**src/design/pse_pkg.sv**
```systemverilog
// Shared constants and types of the postfix stack evaluator.
`timescale 1ns / 1ps
`default_nettype none
package pse_pkg;

    localparam int STACK_DEPTH = 64;
    localparam int DATA_W      = 32;
    localparam int DEPTH_W     = $clog2(STACK_DEPTH + 1);
    localparam int ADDR_W      = $clog2(STACK_DEPTH);
    localparam int CHAR_W      = 8;
    localparam int STATUS_W    = 3;
    localparam int TDATA_OUT_W = ((DATA_W + STATUS_W + 7) / 8) * 8;

    localparam logic [CHAR_W-1:0] CH_ZERO  = 8'h30;
    localparam logic [CHAR_W-1:0] CH_NINE  = 8'h39;
    localparam logic [CHAR_W-1:0] CH_PLUS  = 8'h2B;
    localparam logic [CHAR_W-1:0] CH_MINUS = 8'h2D;
    localparam logic [CHAR_W-1:0] CH_STAR  = 8'h2A;
    localparam logic [CHAR_W-1:0] CH_SLASH = 8'h2F;
    localparam logic [CHAR_W-1:0] CH_SPACE = 8'h20;
    localparam logic [CHAR_W-1:0] CH_TAB   = 8'h09;

    typedef enum logic [STATUS_W-1:0] {
        ST_OK        = 3'd0,
        ST_OVERFLOW  = 3'd1,
        ST_UNDERFLOW = 3'd2,
        ST_DIVZERO   = 3'd3,
        ST_BADCHAR   = 3'd4
    } status_t;

    typedef enum logic [2:0] {
        S_IDLE,
        S_DECODE,
        S_READ,
        S_DIV,
        S_FINISH
    } state_t;

endpackage
`default_nettype wire

```
**src/design/postfix_stack_evaluator_top.sv**
```systemverilog
// Top level of the postfix stack evaluator: control sequencer and datapath.
// A blank or a digit goes from idle through decode and finish; an add, subtract or multiply
// also passes read, and a divide then waits in the divide state for the radix-2 divider.
// A result is loaded into the output register in the last cycle of its request.
// The next request is taken while a result waits; only a later result waits for the slot.
// Reset clears the stack depth, the error code and the handshakes; the stack memory is not
// cleared, and no entry is read before it is written.
`timescale 1ns / 1ps
`default_nettype none
module postfix_stack_evaluator_top (
    input  wire logic                           aclk,
    input  wire logic                           aresetn,
    input  wire logic                           s_tvalid,
    output logic                                s_tready,
    input  wire logic [pse_pkg::CHAR_W-1:0]      s_tdata,  // [7:0] char_code
    input  wire logic                           s_tlast,  // last_char
    output logic                                m_tvalid,
    input  wire logic                           m_tready,
    output logic      [pse_pkg::TDATA_OUT_W-1:0] m_tdata   // [31:0] result_value, [34:32] status
);
    import pse_pkg::*;

    state_t            state_reg, state_next;
    logic [CHAR_W-1:0] char_reg, char_next;
    logic              last_reg, last_next;
    logic [DEPTH_W-1:0] depth_reg, depth_next;
    status_t           err_reg, err_next;
    logic [DATA_W-1:0] tos_reg, tos_next;
    logic              m_tvalid_reg, m_tvalid_next;
    logic [DATA_W-1:0] out_value_reg, out_value_next;
    status_t           out_status_reg, out_status_next;

    logic              ram_we, ram_re;
    logic [ADDR_W-1:0] ram_waddr, ram_raddr;
    logic [DATA_W-1:0] ram_wdata, ram_rdata;
    logic              div_start, div_done;
    logic [DATA_W-1:0] div_quo;

    logic              in_accept;
    logic              is_blank, is_digit, is_op, is_div;
    logic              out_free;
    logic [DATA_W-1:0] prod;
    status_t           fin_status;

    assign in_accept = s_tvalid && s_tready;
    assign s_tready  = (state_reg == S_IDLE);
    assign is_blank  = (char_reg == CH_SPACE) || (char_reg == CH_TAB);
    assign is_digit  = (char_reg >= CH_ZERO) && (char_reg <= CH_NINE);
    assign is_div    = (char_reg == CH_SLASH);
    assign is_op     = (char_reg == CH_PLUS) || (char_reg == CH_MINUS)
                    || (char_reg == CH_STAR) || is_div;
    assign out_free  = !m_tvalid_reg || m_tready;
    assign prod      = ram_rdata * tos_reg;
    assign fin_status = (err_reg != ST_OK) ? err_reg
                      : ((depth_reg == '0) ? ST_UNDERFLOW : ST_OK);

    pse_stack_ram #(
        .DEPTH (STACK_DEPTH),
        .WIDTH (DATA_W)
    ) u_stack_ram (
        .aclk  (aclk),
        .we    (ram_we),
        .waddr (ram_waddr),
        .wdata (ram_wdata),
        .re    (ram_re),
        .raddr (ram_raddr),
        .rdata (ram_rdata)
    );

    pse_divider u_divider (
        .aclk     (aclk),
        .aresetn  (aresetn),
        .start    (div_start),
        .dividend (ram_rdata),
        .divisor  (tos_reg),
        .done     (div_done),
        .quotient (div_quo)
    );

    // Next state.
    always_comb begin
        state_next = state_reg;
        case (state_reg)
            S_IDLE: begin
                if (in_accept) begin
                    state_next = S_DECODE;
                end
            end
            S_DECODE: begin
                if (err_reg == ST_OK && !is_blank && !is_digit && is_op
                    && depth_reg >= DEPTH_W'(2)) begin
                    state_next = S_READ;
                end else begin
                    state_next = S_FINISH;
                end
            end
            S_READ: begin
                if (is_div && tos_reg != '0) begin
                    state_next = S_DIV;
                end else begin
                    state_next = S_FINISH;
                end
            end
            S_DIV: begin
                if (div_done) begin
                    state_next = S_FINISH;
                end
            end
            S_FINISH: begin
                if (!last_reg || out_free) begin
                    state_next = S_IDLE;
                end
            end
            default: state_next = S_IDLE;
        endcase
    end

    // Datapath and memory control.
    always_comb begin
        char_next       = char_reg;
        last_next       = last_reg;
        depth_next      = depth_reg;
        err_next        = err_reg;
        tos_next        = tos_reg;
        out_value_next  = out_value_reg;
        out_status_next = out_status_reg;
        m_tvalid_next   = m_tvalid_reg && !m_tready;
        ram_we          = 1'b0;
        ram_waddr       = ADDR_W'(depth_reg - DEPTH_W'(1));
        ram_wdata       = tos_reg;
        ram_re          = 1'b0;
        ram_raddr       = ADDR_W'(depth_reg - DEPTH_W'(2));
        div_start       = 1'b0;
        case (state_reg)
            S_IDLE: begin
                if (in_accept) begin
                    char_next = s_tdata;
                    last_next = s_tlast;
                end
            end
            S_DECODE: begin
                if (err_reg != ST_OK || is_blank) begin
                    err_next = err_reg;
                end else if (is_digit) begin
                    if (depth_reg >= DEPTH_W'(STACK_DEPTH)) begin
                        err_next = ST_OVERFLOW;
                    end else begin
                        // The top lives in a register; the old top spills to memory.
                        ram_we     = (depth_reg != '0);
                        tos_next   = DATA_W'(char_reg - CH_ZERO);
                        depth_next = depth_reg + 1'b1;
                    end
                end else if (!is_op) begin
                    err_next = ST_BADCHAR;
                end else if (depth_reg < DEPTH_W'(2)) begin
                    err_next = ST_UNDERFLOW;
                end else begin
                    ram_re = 1'b1;
                end
            end
            S_READ: begin
                case (char_reg)
                    CH_PLUS: begin
                        tos_next   = ram_rdata + tos_reg;
                        depth_next = depth_reg - 1'b1;
                    end
                    CH_MINUS: begin
                        tos_next   = ram_rdata - tos_reg;
                        depth_next = depth_reg - 1'b1;
                    end
                    CH_STAR: begin
                        tos_next   = prod;
                        depth_next = depth_reg - 1'b1;
                    end
                    default: begin
                        if (tos_reg == '0) begin
                            err_next = ST_DIVZERO;
                        end else begin
                            div_start = 1'b1;
                        end
                    end
                endcase
            end
            S_DIV: begin
                if (div_done) begin
                    tos_next   = div_quo;
                    depth_next = depth_reg - 1'b1;
                end
            end
            S_FINISH: begin
                if (last_reg && out_free) begin
                    m_tvalid_next   = 1'b1;
                    out_status_next = fin_status;
                    out_value_next  = (fin_status == ST_OK) ? tos_reg : '0;
                    depth_next      = '0;
                    err_next        = ST_OK;
                end
            end
            default: begin
                err_next = err_reg;
            end
        endcase
    end

    always_ff @(posedge aclk) begin
        if (!aresetn) begin
            state_reg    <= S_IDLE;
            depth_reg    <= '0;
            err_reg      <= ST_OK;
            m_tvalid_reg <= 1'b0;
        end else begin
            state_reg    <= state_next;
            depth_reg    <= depth_next;
            err_reg      <= err_next;
            m_tvalid_reg <= m_tvalid_next;
        end
    end

    always_ff @(posedge aclk) begin
        char_reg       <= char_next;
        last_reg       <= last_next;
        tos_reg        <= tos_next;
        out_value_reg  <= out_value_next;
        out_status_reg <= out_status_next;
    end

    assign m_tvalid = m_tvalid_reg;
    assign m_tdata  = {{(TDATA_OUT_W - DATA_W - STATUS_W){1'b0}}, out_status_reg, out_value_reg};

`ifndef SYNTHESIS
    a_depth_bound: assert property (@(posedge aclk) disable iff (!aresetn)
        depth_reg <= DEPTH_W'(STACK_DEPTH))
        else $error("stack depth beyond capacity");

    a_error_zero_value: assert property (@(posedge aclk) disable iff (!aresetn)
        m_tvalid_reg && out_status_reg != ST_OK |-> out_value_reg == '0)
        else $error("failed expression reports a nonzero value");

    a_div_done_state: assert property (@(posedge aclk) disable iff (!aresetn)
        div_done |-> state_reg == S_DIV)
        else $error("divider finished outside the divide state");

    a_error_sticky: assert property (@(posedge aclk) disable iff (!aresetn)
        err_reg != ST_OK && state_reg != S_FINISH |=> err_reg == $past(err_reg))
        else $error("error code changed before the end of the expression");
`endif

endmodule
`default_nettype wire

```
**src/design/pse_stack_ram.sv**
```systemverilog
// Operand stack memory: one write port and one registered read port.
`timescale 1ns / 1ps
`default_nettype none
module pse_stack_ram #(
    parameter int DEPTH = 64,
    parameter int WIDTH = 32
) (
    input  wire logic                     aclk,
    input  wire logic                     we,
    input  wire logic [$clog2(DEPTH)-1:0] waddr,
    input  wire logic [WIDTH-1:0]         wdata,
    input  wire logic                     re,
    input  wire logic [$clog2(DEPTH)-1:0] raddr,
    output logic      [WIDTH-1:0]         rdata
);

    logic [WIDTH-1:0] mem [DEPTH];

    always_ff @(posedge aclk) begin
        if (we) begin
            mem[waddr] <= wdata;
        end
    end

    always_ff @(posedge aclk) begin
        if (re) begin
            rdata <= mem[raddr];
        end
    end

endmodule
`default_nettype wire

```
**src/design/pse_divider.sv**
```systemverilog
// Iterative radix-2 signed divider that truncates toward zero.
`timescale 1ns / 1ps
`default_nettype none
module pse_divider (
    input  wire logic                      aclk,
    input  wire logic                      aresetn,
    input  wire logic                      start,
    input  wire logic [pse_pkg::DATA_W-1:0] dividend,
    input  wire logic [pse_pkg::DATA_W-1:0] divisor,
    output logic                           done,
    output logic      [pse_pkg::DATA_W-1:0] quotient
);
    import pse_pkg::*;

    localparam int CNT_W = $clog2(DATA_W);

    logic              busy_reg, busy_next;
    logic              fix_reg, fix_next;
    logic [CNT_W-1:0]  iter_reg, iter_next;
    logic              neg_reg, neg_next;
    logic [DATA_W-1:0] quo_reg, quo_next;
    logic [DATA_W-1:0] rem_reg, rem_next;
    logic [DATA_W-1:0] den_reg, den_next;
    logic [DATA_W:0]   shifted;
    logic [DATA_W:0]   diff;
    logic              fits;

    assign shifted = {rem_reg, quo_reg[DATA_W-1]};
    assign diff    = shifted - {1'b0, den_reg};
    assign fits    = !diff[DATA_W];

    always_comb begin
        busy_next = busy_reg;
        fix_next  = 1'b0;
        iter_next = iter_reg;
        neg_next  = neg_reg;
        quo_next  = quo_reg;
        rem_next  = rem_reg;
        den_next  = den_reg;
        if (start) begin
            // Work on magnitudes; the sign is applied once at the end.
            busy_next = 1'b1;
            iter_next = '0;
            neg_next  = dividend[DATA_W-1] ^ divisor[DATA_W-1];
            quo_next  = dividend[DATA_W-1] ? (~dividend + 1'b1) : dividend;
            den_next  = divisor[DATA_W-1] ? (~divisor + 1'b1) : divisor;
            rem_next  = '0;
        end else if (busy_reg) begin
            rem_next  = fits ? diff[DATA_W-1:0] : shifted[DATA_W-1:0];
            quo_next  = {quo_reg[DATA_W-2:0], fits};
            iter_next = iter_reg + 1'b1;
            if (iter_reg == CNT_W'(DATA_W - 1)) begin
                busy_next = 1'b0;
                fix_next  = 1'b1;
            end
        end
    end

    always_ff @(posedge aclk) begin
        if (!aresetn) begin
            busy_reg <= 1'b0;
            fix_reg  <= 1'b0;
        end else begin
            busy_reg <= busy_next;
            fix_reg  <= fix_next;
        end
    end

    always_ff @(posedge aclk) begin
        iter_reg <= iter_next;
        neg_reg  <= neg_next;
        quo_reg  <= quo_next;
        rem_reg  <= rem_next;
        den_reg  <= den_next;
    end

    assign done     = fix_reg;
    assign quotient = neg_reg ? (~quo_reg + 1'b1) : quo_reg;

endmodule
`default_nettype wire
```
**config.mk**
```make
export PLATFORM = sky130hd
export DESIGN_NAME = postfix_stack_evaluator_top
export DESIGN_NICKNAME = d
export VERILOG_FILES = /design/src/design/pse_pkg.sv /design/src/design/postfix_stack_evaluator_top.sv /design/src/design/pse_stack_ram.sv /design/src/design/pse_divider.sv
export SDC_FILE = /design/constraint.sdc
export NUM_CORES = 2
export LEC_CHECK = 0
export CAP_MARGIN = 15
export CELL_PAD_IN_SITES_DETAIL_PLACEMENT = 2
export CELL_PAD_IN_SITES_GLOBAL_PLACEMENT = 2
export CORE_MARGIN = 2
export CORE_UTILIZATION = 45
export CTS_CLUSTER_DIAMETER = 120
export DETAILED_ROUTE_END_ITERATION = 16
export DONT_BUFFER_PORTS = 1
export GPL_ROUTABILITY_DRIVEN = 0
export GPL_TIMING_DRIVEN = 1
export PLACE_DENSITY_LB_ADDON = 0.1
export SYNTH_ARGS = -nofsm -noshare
export SYNTH_HDL_FRONTEND = slang
export SYNTH_SLANG_ARGS = --single-unit
```
**constraint.sdc**
```tcl
create_clock -name aclk -period 7.94 [get_ports aclk]
set_clock_uncertainty 0.15 [all_clocks]
set_input_delay 0.794 -clock aclk [delete_from_list [all_inputs] [get_ports aclk]]
set_output_delay 0.794 -clock aclk [all_outputs]
set_load 0.01 [all_outputs]
```
==> key figures <==
Run status
  • Status: complete, no violations

Drt
  • Wirelength per Cell: 40.4 um
  • Via density: 6.38
  • 1st-iter DRT viols: 7742
  • Post-DRT Antenna Nets: 0
  • Detailed-route DRC error count: 0
  • Via count: 63.8k
  • Drt total wl: 404000 um
  • Pre-antenna DRT Iters: 6

Placed design
  • Port buffer count: 0
  • Inst Count DP: 9520
  • Setup WS pre-CTS: -0.0830 ns
  • Final HPWL DP: 251000 um

Floorplanning
  • Die Width: 496 um
  • # rows: 180
  • DIE AREA: 246000 um^2
  • Initial Util: 45.3%
  • Total core area: 241000 um^2
  • IO Count: 55
  • Chip height: 496 um

Synth
  • Fraction of registers with async set or reset after synthesis: 0%
  • Top cells by area, synth: edfxtp_1 61%, mux4_2 14%, fa_1 7.5%
  • Post-Syn Area: 109000 um^2
  • Syn_area_per_cell: 16.9 um^2
  • Most frequent cells after synthesis: 2221 x edfxtp_1, 657 x mux4_2, 442 x inv_1, 410 x fa_1, 403 x nand2_1
  • Simple-gate share of the synthesized area: 5.56%
  • Post-synth top area share: 61.3%
  • Compound-gate portion of the synthesized area: 3.28%
  • Yosys cell types: 86
  • Cell taking the most area after synthesis: edfxtp_1
  • Main combinational cell family by area after synthesis: multiplexers
  • Yosys reg bits: 2274
  • Ys Warns: 0
  • Most common cell in the netlist: edfxtp_1
  • Post-Synth Adder-Cell Area: 9.85%
  • Top_reg_cell synth: edfxtp_1
  • XOR/XNOR share of the synthesized area: 2.04%
  • Post-synthesis mux area share: 14.2%
  • Synthesized netlist cell count: 6423
  • Number of synthesized flops with an enable pin: 2221
  • Register area share after synthesis: 62.2%

Finish
  • Filler cells: 21.4k
  • Biggest register: u_stack_ram.mem
  • Post-Route Utilization: 51.2%
  • Max FFs per register: 2048
  • Finished Layout Cells: 9998
  • Layout area overhead: 13.0%
  • Fraction of layout cells with a size suffix above 1: 21.0%
  • Nets: 7220

Critical path
  • CP bufs+invs: 5
  • Worst path top cell family by delay: adder cells
  • CP peak stage delay: 0.59 ns
  • Most used cell, CP: fa_1
  • Worst r2r src: u_stack_ram.rdata[5]
  • CP Data Arrival Time: 8.16 ns
  • CP Launch Type: flop
  • CP Max Fanout: 17
  • Worst Path Required: 8.33 ns
  • CP endpoint kind: flop
  • Crit path from: u_stack_ram.rdata[5]
  • Critical Path, Cell by Cell: buf_12 > and2_1 > fa_1 > fa_1 > ha_1 > inv_1 > fa_1 > inv_1 > ha_1 > ha_1 > fa_1 > fa_1 > ha_1 > a21o_1 > a21oi_1 > nand4b_1 > a211oi_2 > buf_4 > o31ai_2 > o22ai_1 > buf_4 > xnor2_1 > a221oi_1 > o21ai_1
  • CP max stage cell: edfxtp_1
  • Crit Path Category: flop to flop

Power
  • Pleak: 41.7 nW
  • PD cells: 237 nW/um^2
  • Total Power: 29.1 mW
  • Peak supply drop: 0.214 mV

Flow run
  • Max-cap violations: 0

Global route
  • Pin count of the biggest net entering global routing: 112
  • Initial antenna violation count: 33
  • Vias in the first global route: 68.7k
  • First-pass GRT wire length: 564000 um
  • Global route total overflow: 0
  • Total Routing Usage GR: 33.1%

Hold path
  • Hold crit path type: primary input to flop
  • Min-delay src: m_tready

STA
  • Hold Vio Cnt, Final: 0
  • Setup violators final: 0
  • Final Max Slew Viols: 0
  • RSZ-0062 raised after global routing: no
  • Tightest Pin Transition: 1.31 ns
  • Fin crit share: 97.9%
  • Peak Freq: 129 MHz
  • Worst hold margin: 0.0872 ns
  • Relative slew slack: 10.0%
  • Minimum clock period: 7.77 ns
  • Post-route setup slack: 0.170 ns

Clocking
  • TritonCTS clock tree: yes
  • Root buf cell: clkbuf_16
  • Num CTS Buffers: 233
  • Clk sink count: 2274
  • Clock latency on the worst-skew pair: 0.93 ns
  • Clock buffer depth: 3
  • CTS H-tree depth: 4
  • Clk slew on worst S/H paths: 0.07 ns
## worst paths after layout
path	end	cells past startpoint	slack (ns)
min	m_tvalid	2	0.09
max	ram_wdata[21]	24	0.17
min reg2reg	u_divider.rem_reg[7]	2	0.35
max reg2reg	ram_wdata[21]	24	0.17
## area by class of cell
class                      instances  area, um^2  area share, %
clock buffer                     272        6020           4.89
clock inverter                   168        2120           1.72
antenna                           12        30.0         0.0244
sequential                      2274       67800           55.1
timing repair buffer             302        2750           2.23
inverter                         444        1670           1.35
tap                             3185        3990           3.24
multi-input combinational       3341       38700           31.5
## cells by family (layout without fill, tap and decap cells)
| group | after synthesis | in the layout |
|---|---|---|
| flip-flops | 2274 | 2274 |
| other | 1 | 17 |
| multiplexers | 720 | 720 |
| adder cells (fa/ha/maj) | 611 | 611 |
| XOR/XNOR | 254 | 254 |
| AO/OA/AOI/OAI | 556 | 556 |
| AND/OR/NAND/NOR | 1195 | 1195 |
| buffers and inverters | 812 | 1186 |
## per-layer routing
metal	track usage, %	share of wire (%)	vias up
met5	0	0.035	-
met2	55.8	50	3215
met1	43.6	39	35100
li1	-	-	24700
met4	13.0	4.6	20
met3	4.74	7.0	741
## placed cells by master, fill, tap and decap left out, drive strengths merged, types with 18 or more instances in the layout
master / n
nand3: 40
a21oi: 134
xor2: 112
bufinv: 39
xnor2: 142
inv: 447
o21a: 20
o21ai: 157
mux4: 657
clkinv: 117
clkbuf: 272
a211oi: 35
o31ai: 37
buf: 292
and2: 358
nand2: 403
a21o: 42
mux2i: 54
nand2b: 29
fa: 410
dfxtp: 53
o41ai: 18
or3: 30
ha: 201
nor2: 169
nor2b: 27
nor3: 37
edfxtp: 2221
## power breakdown
part | leakage [nW] | internal (mW) | switching [mW] | total (mW)
Combinational | 17.4 | 1.51 | 2.33 | 3.84
Clock | 3.94 | 6.73 | 5.31 | 12.0
Sequential | 20.4 | 13.1 | 0.116 | 13.3
## through the flow
| stage | TNS [ns] | area (um^2) |
|---|---|---|
| after global placement | 0 | 114000 |
| after CTS | 0 | 123000 |
| after global routing | 0 | 123000 |
| after floorplan | 0 | 109000 |
| final | 0 | 123000 |
| after detailed placement | -0.166 | 114000 |
## worst register-to-register path, stage by stage, from the launching register on
cell,delay [ns]
edfxtp_1,0.59
buf_12,0.25
and2_1,0.19
fa_1,0.58
fa_1,0.48
ha_1,0.31
inv_1,0.09
fa_1,0.56
inv_1,0.07
ha_1,0.30
ha_1,0.33
fa_1,0.51
fa_1,0.42
ha_1,0.35
a21o_1,0.24
a21oi_1,0.19
nand4b_1,0.21
a211oi_2,0.38
buf_4,0.22
o31ai_2,0.10
o22ai_1,0.18
buf_4,0.17
xnor2_1,0.10
a221oi_1,0.29
o21ai_1,0.20
## timing repair
action,in CTS,in global routing
pin swaps,0,3
endpoints found under the setup margin,7,12
cloned,0,0
hold buffers,10,0
endpoints found under the hold margin,25,0
setup buffers,3,10
resized for setup,6,18
(Power assumes the default switching activity.)
